File: src/rtl/qvr_pkg.sv
// Package with the types and constants shared by the quaternion vector rotator.
`timescale 1ns / 1ps
package qvr_pkg;

  // Fraction bits of the Q2.14 matrix entries.
  localparam int unsigned FracBits = 14;
  // Width of the raw quaternion components and of the input vector components.
  localparam int unsigned InW = 16;
  // Width of the rotated output components.
  localparam int unsigned OutW = 18;
  // Nine matrix entries, ten distinct quaternion products.
  localparam int unsigned NumEntries = 9;
  localparam int unsigned NumProducts = 10;
  // Identity value of a diagonal matrix entry.
  localparam logic signed [15:0] CoefOne = 16'sd16384;

  // Register indexes on the configuration port.
  typedef enum logic [1:0] {
    REG_QUAT_W = 2'd0,
    REG_QUAT_X = 2'd1,
    REG_QUAT_Y = 2'd2,
    REG_QUAT_Z = 2'd3
  } reg_idx_e;

  // States of the matrix calculation sequencer.
  typedef enum logic [2:0] {
    CALC_IDLE,
    CALC_MUL,
    CALC_NORM,
    CALC_LOAD,
    CALC_DIV
  } calc_state_e;

  typedef logic signed [15:0] coef_t;
  typedef coef_t coef_mat_t [NumEntries];

  // Status of the matrix calculation, seen by the vector datapath.
  typedef struct packed {
    logic busy;
    logic zero;
  } calc_status_t;

endpackage

File: src/rtl/qvr_matrix_calc.sv
// Sequential unit that turns the quaternion into Q2.14 rotation matrix entries.
`timescale 1ns / 1ps
module qvr_matrix_calc (
  input  logic                   clk_i,
  input  logic                   rst_ni,
  input  logic                   start_i,
  input  logic signed [15:0]     quat_w_i,
  input  logic signed [15:0]     quat_x_i,
  input  logic signed [15:0]     quat_y_i,
  input  logic signed [15:0]     quat_z_i,
  output qvr_pkg::coef_mat_t     coef_o,
  output qvr_pkg::calc_status_t  status_o
);
  import qvr_pkg::*;

  calc_state_e state_q, state_d;

  logic [3:0]          prod_idx_q;
  logic [3:0]          ent_idx_q;
  logic [3:0]          bit_q;
  logic signed [31:0]  prod_q [NumProducts];
  logic [32:0]         n_q;
  logic                zero_q;
  logic [48:0]         rem_q;
  logic [14:0]         quo_q;
  logic                neg_q;
  coef_mat_t           coef_q;

  logic signed [15:0]  op_a, op_b;
  logic signed [31:0]  mul;
  logic signed [34:0]  num [NumEntries];
  logic signed [34:0]  num_sel;
  logic [33:0]         mag;
  logic [48:0]         div_sh;
  logic [49:0]         trial;
  logic                take;
  logic [14:0]         quo_fin;
  logic [32:0]         n_sum;

  // Operand selection for the shared multiplier.
  always_comb begin
    case (prod_idx_q)
      4'd0: begin op_a = quat_w_i; op_b = quat_w_i; end
      4'd1: begin op_a = quat_x_i; op_b = quat_x_i; end
      4'd2: begin op_a = quat_y_i; op_b = quat_y_i; end
      4'd3: begin op_a = quat_z_i; op_b = quat_z_i; end
      4'd4: begin op_a = quat_x_i; op_b = quat_y_i; end
      4'd5: begin op_a = quat_x_i; op_b = quat_z_i; end
      4'd6: begin op_a = quat_y_i; op_b = quat_z_i; end
      4'd7: begin op_a = quat_w_i; op_b = quat_x_i; end
      4'd8: begin op_a = quat_w_i; op_b = quat_y_i; end
      4'd9: begin op_a = quat_w_i; op_b = quat_z_i; end
      default: begin op_a = '0; op_b = '0; end
    endcase
  end

  assign mul = op_a * op_b;

  // Squared length; each square is non-negative.
  assign n_sum = 33'(unsigned'(prod_q[0])) + 33'(unsigned'(prod_q[1]))
               + 33'(unsigned'(prod_q[2])) + 33'(unsigned'(prod_q[3]));

  // Matrix numerators from the stored products.
  always_comb begin
    num[0] = 35'(prod_q[0]) + 35'(prod_q[1]) - 35'(prod_q[2]) - 35'(prod_q[3]);
    num[1] = (35'(prod_q[4]) - 35'(prod_q[9])) <<< 1;
    num[2] = (35'(prod_q[5]) + 35'(prod_q[8])) <<< 1;
    num[3] = (35'(prod_q[4]) + 35'(prod_q[9])) <<< 1;
    num[4] = 35'(prod_q[0]) - 35'(prod_q[1]) + 35'(prod_q[2]) - 35'(prod_q[3]);
    num[5] = (35'(prod_q[6]) - 35'(prod_q[7])) <<< 1;
    num[6] = (35'(prod_q[5]) - 35'(prod_q[8])) <<< 1;
    num[7] = (35'(prod_q[6]) + 35'(prod_q[7])) <<< 1;
    num[8] = 35'(prod_q[0]) - 35'(prod_q[1]) - 35'(prod_q[2]) + 35'(prod_q[3]);
    num_sel = (ent_idx_q < 4'(NumEntries)) ? num[ent_idx_q] : '0;
    mag = num_sel[34] ? 34'(-num_sel) : 34'(num_sel);
  end

  // One restoring division step against twice the squared length.
  assign div_sh  = 49'({n_q, 1'b0}) << bit_q;
  assign trial   = {1'b0, rem_q} - {1'b0, div_sh};
  assign take    = ~trial[49];
  assign quo_fin = {quo_q[13:0], take};

  // Next state; a register write restarts the calculation from the first product.
  always_comb begin
    state_d = state_q;
    case (state_q)
      CALC_IDLE: if (start_i) state_d = CALC_MUL;
      CALC_MUL:  if (prod_idx_q == 4'(NumProducts - 1)) state_d = CALC_NORM;
      CALC_NORM: state_d = (n_sum == '0) ? CALC_IDLE : CALC_LOAD;
      CALC_LOAD: state_d = CALC_DIV;
      CALC_DIV: begin
        if (bit_q == '0) begin
          state_d = (ent_idx_q == 4'(NumEntries - 1)) ? CALC_IDLE : CALC_LOAD;
        end
      end
      default: state_d = CALC_IDLE;
    endcase
    if (start_i) state_d = CALC_MUL;
  end

  // Outputs.
  always_comb begin
    status_o.busy = (state_q != CALC_IDLE);
    status_o.zero = zero_q;
    coef_o        = coef_q;
  end

  always_ff @(posedge clk_i or negedge rst_ni) begin
    if (!rst_ni) begin
      state_q <= CALC_IDLE;
    end else begin
      state_q <= state_d;
    end
  end

  // Counters and datapath registers; the matrix resets to identity.
  always_ff @(posedge clk_i or negedge rst_ni) begin
    if (!rst_ni) begin
      prod_idx_q <= '0;
      ent_idx_q  <= '0;
      bit_q      <= '0;
      zero_q     <= 1'b0;
      for (int i = 0; i < NumEntries; i++) begin
        coef_q[i] <= (i == 0 || i == 4 || i == 8) ? CoefOne : '0;
      end
    end else begin
      // The product counter starts over on every write.
      if (start_i) begin
        prod_idx_q <= '0;
      end else if (state_q == CALC_MUL) begin
        prod_idx_q <= prod_idx_q + 4'd1;
      end
      case (state_q)
        CALC_MUL: begin
          prod_q[prod_idx_q] <= mul;
        end
        CALC_NORM: begin
          n_q       <= n_sum;
          zero_q    <= (n_sum == '0);
          ent_idx_q <= '0;
        end
        CALC_LOAD: begin
          rem_q <= {mag, 15'b0} + 49'(n_q);
          neg_q <= num_sel[34];
          quo_q <= '0;
          bit_q <= 4'd14;
        end
        CALC_DIV: begin
          if (take) rem_q <= trial[48:0];
          quo_q <= quo_fin;
          bit_q <= bit_q - 4'd1;
          if (bit_q == '0) begin
            coef_q[ent_idx_q] <= neg_q ? -coef_t'({1'b0, quo_fin})
                                       : coef_t'({1'b0, quo_fin});
            ent_idx_q <= ent_idx_q + 4'd1;
          end
        end
        default: ;
      endcase
    end
  end

endmodule

File: config.mk
export PLATFORM = sky130hd
export DESIGN_NAME = qvr_matrix_calc
export DESIGN_NICKNAME = d
export VERILOG_FILES = /design/src/rtl/qvr_pkg.sv /design/src/rtl/qvr_matrix_calc.sv
export SDC_FILE = /design/constraint.sdc
export NUM_CORES = 2
export LEC_CHECK = 0
export ABC_AREA = 1
export BUFFER_PORTS_ARGS = -buffer_cell sky130_fd_sc_hd__buf_4
export CORE_AREA = 2 2 373 375
export CTS_BUF_LIST = sky130_fd_sc_hd__clkbuf_8 sky130_fd_sc_hd__clkbuf_16
export DETAILED_ROUTE_END_ITERATION = 6
export DIE_AREA = 0 0 375 377
export HOLD_SLACK_MARGIN = 0.06
export MAX_ROUTING_LAYER = met4
export PLACE_DENSITY = 0.67
export SLEW_MARGIN = 10
export SYNTH_ARGS = -nofsm -noshare
export SYNTH_HDL_FRONTEND = slang
export SYNTH_SLANG_ARGS = --single-unit
export TNS_END_PERCENT = 20
File: constraint.sdc
create_clock -name clk_i -period 11.1 [get_ports clk_i]
set_input_delay 1.665 -clock clk_i [delete_from_list [all_inputs] [get_ports clk_i]]
set_output_delay 1.665 -clock clk_i [all_outputs]
set_load 0.005 [all_outputs]
# Word-level counts from Yosys, hierarchy flattened
# Memory sizes are Yosys's and may differ from the RTL's.
# Cells that the tools add are included.
op_classes:
  n_addsub: 24
  multipliers: 1
  n_div: 0
  n_lt_le_gt_ge: 3
  n_eq_ne: 19
  shift: 1
  muxes: 27
  n_bitwise: 2
  reduce_logical: 23
ops:
  columns: ["cell", "n"]
  rows:
  - ["adder 32 x 32 -> 33 bit", 5]
  - ["bitwise mux 144 bit", 1]
  - ["binary-select mux 35 bit (select 4 bit)", 1]
  - ["subtractor 32 x 32 -> 33 bit", 4]
  - ["case mux 16 bit (4 select lines)", 2]
  - ["two-way mux 35 bit", 3]
  - ["case mux 49 bit (2 select lines)", 1]
  - ["subtractor 34 x 32 -> 35 bit", 2]
  - ["subtractor 33 x 32 -> 34 bit", 2]
  - ["adder 33 x 32 -> 33 bit", 2]
  - ["demux 16 bit (select 4 bit)", 1]
  - ["subtractor 49 x 49 -> 50 bit", 1]
  - ["adder 49 x 33 -> 49 bit", 1]
  - ["two-way mux 49 bit", 1]
  - ["left shift 34 x 4 -> 49 bit", 1]
  - ["adder 34 x 32 -> 35 bit", 1]
  - ["adder 33 x 32 -> 34 bit", 1]
  - ["two-way mux 34 bit", 1]
  - ["negator 34 bit", 1]
  - ["zero test 33 bit", 1]
  - ["multiplier 16 x 16 -> 32 bit", 1]
  - ["two-way mux 16 bit", 2]
  - ["case mux 14 bit (2 select lines)", 1]
  - ["equality test 4 x 3 -> 1 bit, second input constant", 4]
  - ["32 further kinds", 59]
totals:
  regBits: 257
  latchBits: 0
  ramBits: 320
  mem_bits_ro: 0
  inputBits: 67
  out_inout_bits: 146
  elab_cells: 119
  memories: 1
memory_table:
  columns: ["name", "depth", "width", "read_ports", "rd_ports_with_merged_regs", "wr", "line", "rtl"]
  rows:
  - ["prod_q", 10, 32, 10, 0, 1, "qvr_matrix_calc.sv:21", "logic signed [31:0] prod_q [NumProducts];"]

# Logic depth before layout (Yosys ltp)
# An unclocked memory read counts as a cell.
depth:
  depth_word: 12
  mapped_depth: 64
  depth_no_buf: 61

# Least setup slack after synthesis
# OpenSTA, ideal clock, no wires.
synth_path:
  kind: "reg2reg"
  from: "memory prod_q[1][0]"
  to: "register rem_q[41] (data pin)"
  setup_time_ns: 0.258
  arrival_ns: 8.329
  required_ns: 10.842
  setup_slack_ns: 2.513
  path_stages_with_launch: 59
  synth_period_minus_slack_ns: 8.587
  path_cell_list: "edfxtp_1 -> ha_1 -> fa_1 -> nand3b_1 -> nand2_1 -> a21boi_0 -> o21bai_1 -> a21o_1 -> nand3_1 -> nand2_1 -> a21oi_1 -> o21ai_0 -> nand2_1 -> nand2_1 -> nand2_1 -> nand2_1 -> a21oi_1 -> o21ai_0 -> (+23 left out) -> ha_1 -> nand2_1 -> nand2_1 -> a21oi_1 -> o21ai_1 -> nand2_1 -> nand2_1 -> a21oi_1 -> o21a_1 -> o21ai_1 -> a31oi_1 -> o21ai_1 -> a21boi_0 -> nor2_4 -> nand2_4 -> nor2_1 -> o21ai_0 -> nand2_1"
synth_lines:
  columns: ["item", "line", "rtl"]
  rows:
  - ["from (decl)", "qvr_matrix_calc.sv:21", null]
  - ["to (signal assigned)", "qvr_matrix_calc.sv:144", "rem_q <= {mag, 15'b0} + 49'(n_q);"]
  - ["to (signal assigned)", "qvr_matrix_calc.sv:150", "if (take) rem_q <= trial[48:0];"]
  - ["to (decl)", "qvr_matrix_calc.sv:24", "logic [48:0] rem_q;"]

==> flow_metrics.py <==
metrics = {
    "yosys": {
        "avgSynthCellArea_um2": 7.13,
        "synth_area_um2": 68100,
        "synthArstFlopShare_pct": 27.8,
        "synthesis.nets": 10611,
        "ys_ff_latch": 576,
        "synth_top_area_share_pct": 18.3,
        "synth_common_cells": "nand2_1 (2,704), inv_1 (1,605), nand3_1 (914)",
        "synth_warnings": 0,
        "synthTopCellsByArea": "edfxtp_1 (18%), nand2_1 (15%), fa_1 (14%)",
        "synth.most_common_cell": "nand2_1",
        "yosys.area.top_type": "edfxtp_1",
        "ys_seq_area_share_pct": 24.2,
        "netlist_instances": 9557,
        "synth_edf_count": 416,
        "synth_ff_type": "edfxtp_1",
        "ys_types": 65,
    },
    "sta": {
        "period_share_pct": 90.2,
        "relSlewSlack_pct": 19.0,
        "finalSetupViolations": 0,
        "tightest_slew_ns": 1.21,
        "period_needed_ns": 10.01,
        "max_freq_mhz": 99.9,
        "hold_violations": 0,
        "maxSlewViolCount": 0,
        "finClkSkew_ns": 0.0428,
        "setup_tns_ns": 0,
        "rsz0062_at_grt": "no",
    },
    "final_layout": {
        "syn_to_final_growth_pct": 8.30,
        "stdcell_area_um2": 73800,
        "finalNonFillerCells": 11556,
        "filler_cell_count": 13333,
        "drive_above_1_share_pct": 6.89,
        "fin_util_pct": 53.9,
        "fin_nets": 10733,
    },
    "route": {
        "ant_nets": 0,
        "postRouteWirelength_mm": 283,
        "drc": 0,
        "firstDrtPassIters": 7,
        "drtIter0Drc": 7823,
        "vias_per_cell": 5.74,
        "vias": 66329,
        "avgRoutedWirePerCell_um": 24.5,
    },
    "run": {
        "maxCapViolCount": 0,
    },
    "setup_path": {
        "reg2reg_to": "rem_q[47]",
        "cpPeakStageDelay_ns": 0.58,
        "critPathKind": "flop to flop",
        "crit_slowest_cell": "fa_1",
        "cp_data_required_time_ns": 11.53,
        "crit_path_end_kind": "flop",
        "arrival_ns": 10.44,
        "reg2reg_slack_ns": 1.09,
        "crit_top_cell": "nand2_1",
        "worstSetupStartpointType": "flop",
        "worstPathMaxFanout": 33,
        "reg2regPathDepth": 57,
        "rr_startpoint": "prod_q[0][0]",
    },
    "die": {
        "initial_core_util_pct": 49.7,
        "pin_count": 213,
        "die_x_um": 375,
        "rows": 136,
        "dieArea_um2": 141000,
        "die_y_um": 377,
        "core_um2": 137000,
    },
    "global_routing": {
        "grt_max_degree": 78,
        "grt_pass1_vias": 63310,
        "antenna_found_initial": 16,
        "grt_pass1_wl_mm": 413,
        "track_usage_pct": 40.6,
        "overflow": 0,
    },
    "clocking": {
        "cts_setup_buffers": 0,
        "cts_buffer_depth": 3,
        "cts_tree": "done",
        "cts_resized": 0,
        "root_buffer": "clkbuf_16",
        "numCtsBuffers": 71,
        "insertion_delay_ns": 0.70,
        "h-tree-depth": 3,
        "clock-sinks": 576,
        "ctsHoldBuffers": 0,
        "clkTransAtPathRegs_ns": 0.07,
    },
    "place": {
        "portBuffers": 212,
        "postPlaceCellArea_um2": 71400,
        "hpwl_mm": 232,
        "dp.cells": 11400,
        "globalplace.congestion": 1.10,
    },
    "min_path": {
        "worstHoldEndpoint": "coef_o[128]",
        "min_from": "coef_o[128]",
        "whs_path_depth": 2,
        "min_path_type": "flop to flop",
    },
    "run_status": {
        "status": "completed",
    },
}
==> placed cells by master, fill, tap and decap left out, types with 65 or more instances in the layout <==
cell and count:
nand2_1 2704, xnor2_1 65, buf_4 292, nand4_1 115, nor3_1 76, ha_1 521
edfxtp_1 416, xor2_1 104, a21oi_1 452, o21ai_0 428, inv_1 1620, clkbuf_16 74
nand3_1 914, inv_2 76, fa_1 466, dfrtp_1 155, nor2_1 674
==> cells by family after synthesis <==
family	after synthesis	share of synthesized area (%)
AO/OA/AOI/OAI	1161	9.45
XOR/XNOR	171	2.20
adder cells (fa/ha/maj)	987	23.3
buffers and inverters	1933	11.2
flip-flops	576	24.2
multiplexers	34	0.499
AND/OR/NAND/NOR	4695	29.2
==> final cells by class <==
class / instances / area (um2) / share of cell area, %
clock buffer: 76 / 1880 / 2.55
timing repair buffer: 293 / 2200 / 2.99
multi-input combinational: 7048 / 44100 / 59.8
inverter: 1689 / 6340 / 8.59
tap: 1794 / 2240 / 3.04
antenna: 24 / 60.1 / 0.0814
clock inverter: 56 / 439 / 0.595
sequential: 576 / 16500 / 22.4
==> critical path, delay by kind of cell (launching register included) <==
family          cells  cell delay, ns
fa+ha+maj           5            1.84
compound gates     18            3.41
flops               1            0.39
xor+xnor            2            0.51
buf+inv             6            0.97
simple gates       26            2.57
==> sequential cells by signal (all words and copies together) (netlist names) <==
name / cells
state_q: 3
ent_idx_q: 4
prod_idx_q: 4
neg_q: 1
quo_q: 14
coef_o: 144
rem_q: 48
n_q: 33
prod_q: 320
bit_q: 4
zero_q: 1
==> metal layers <==
metal	GRT usage, %	vias to the layer above	part of all wire, %
met3	7.21	571	9.3
li1	-	30735	-
met4	18.1	0	5.3
met1	54.3	31668	42
met5	-	-	0
met2	60.2	3355	43
==> metrics by stage <==
step,hold WS (ns),setup WS [ns]
CTS,0.489,1.17
finish,0.486,1.09
detailed placement,0.475,1.21
floorplan,0.465,2.51
global placement,0.468,1.30
global route,0.505,0.334
==> how the worst max path moves through the flow <==
stage                endpoint  slack, ns    startpoint  cells past startpoint
global route        rem_q[45]       0.33  prod_q[0][0]                     57
CTS                 rem_q[47]       1.17  prod_q[1][0]                     56
detailed placement  rem_q[47]       1.21  prod_q[1][0]                     56
finish              rem_q[47]       1.09  prod_q[0][0]                     57
global placement    rem_q[41]       1.30  prod_q[1][0]                     56
floorplan           rem_q[41]       2.51  prod_q[1][0]                     58
Power is not shown: default switching activity piles up to over one toggle a cycle in this logic, so the estimate is an artifact.
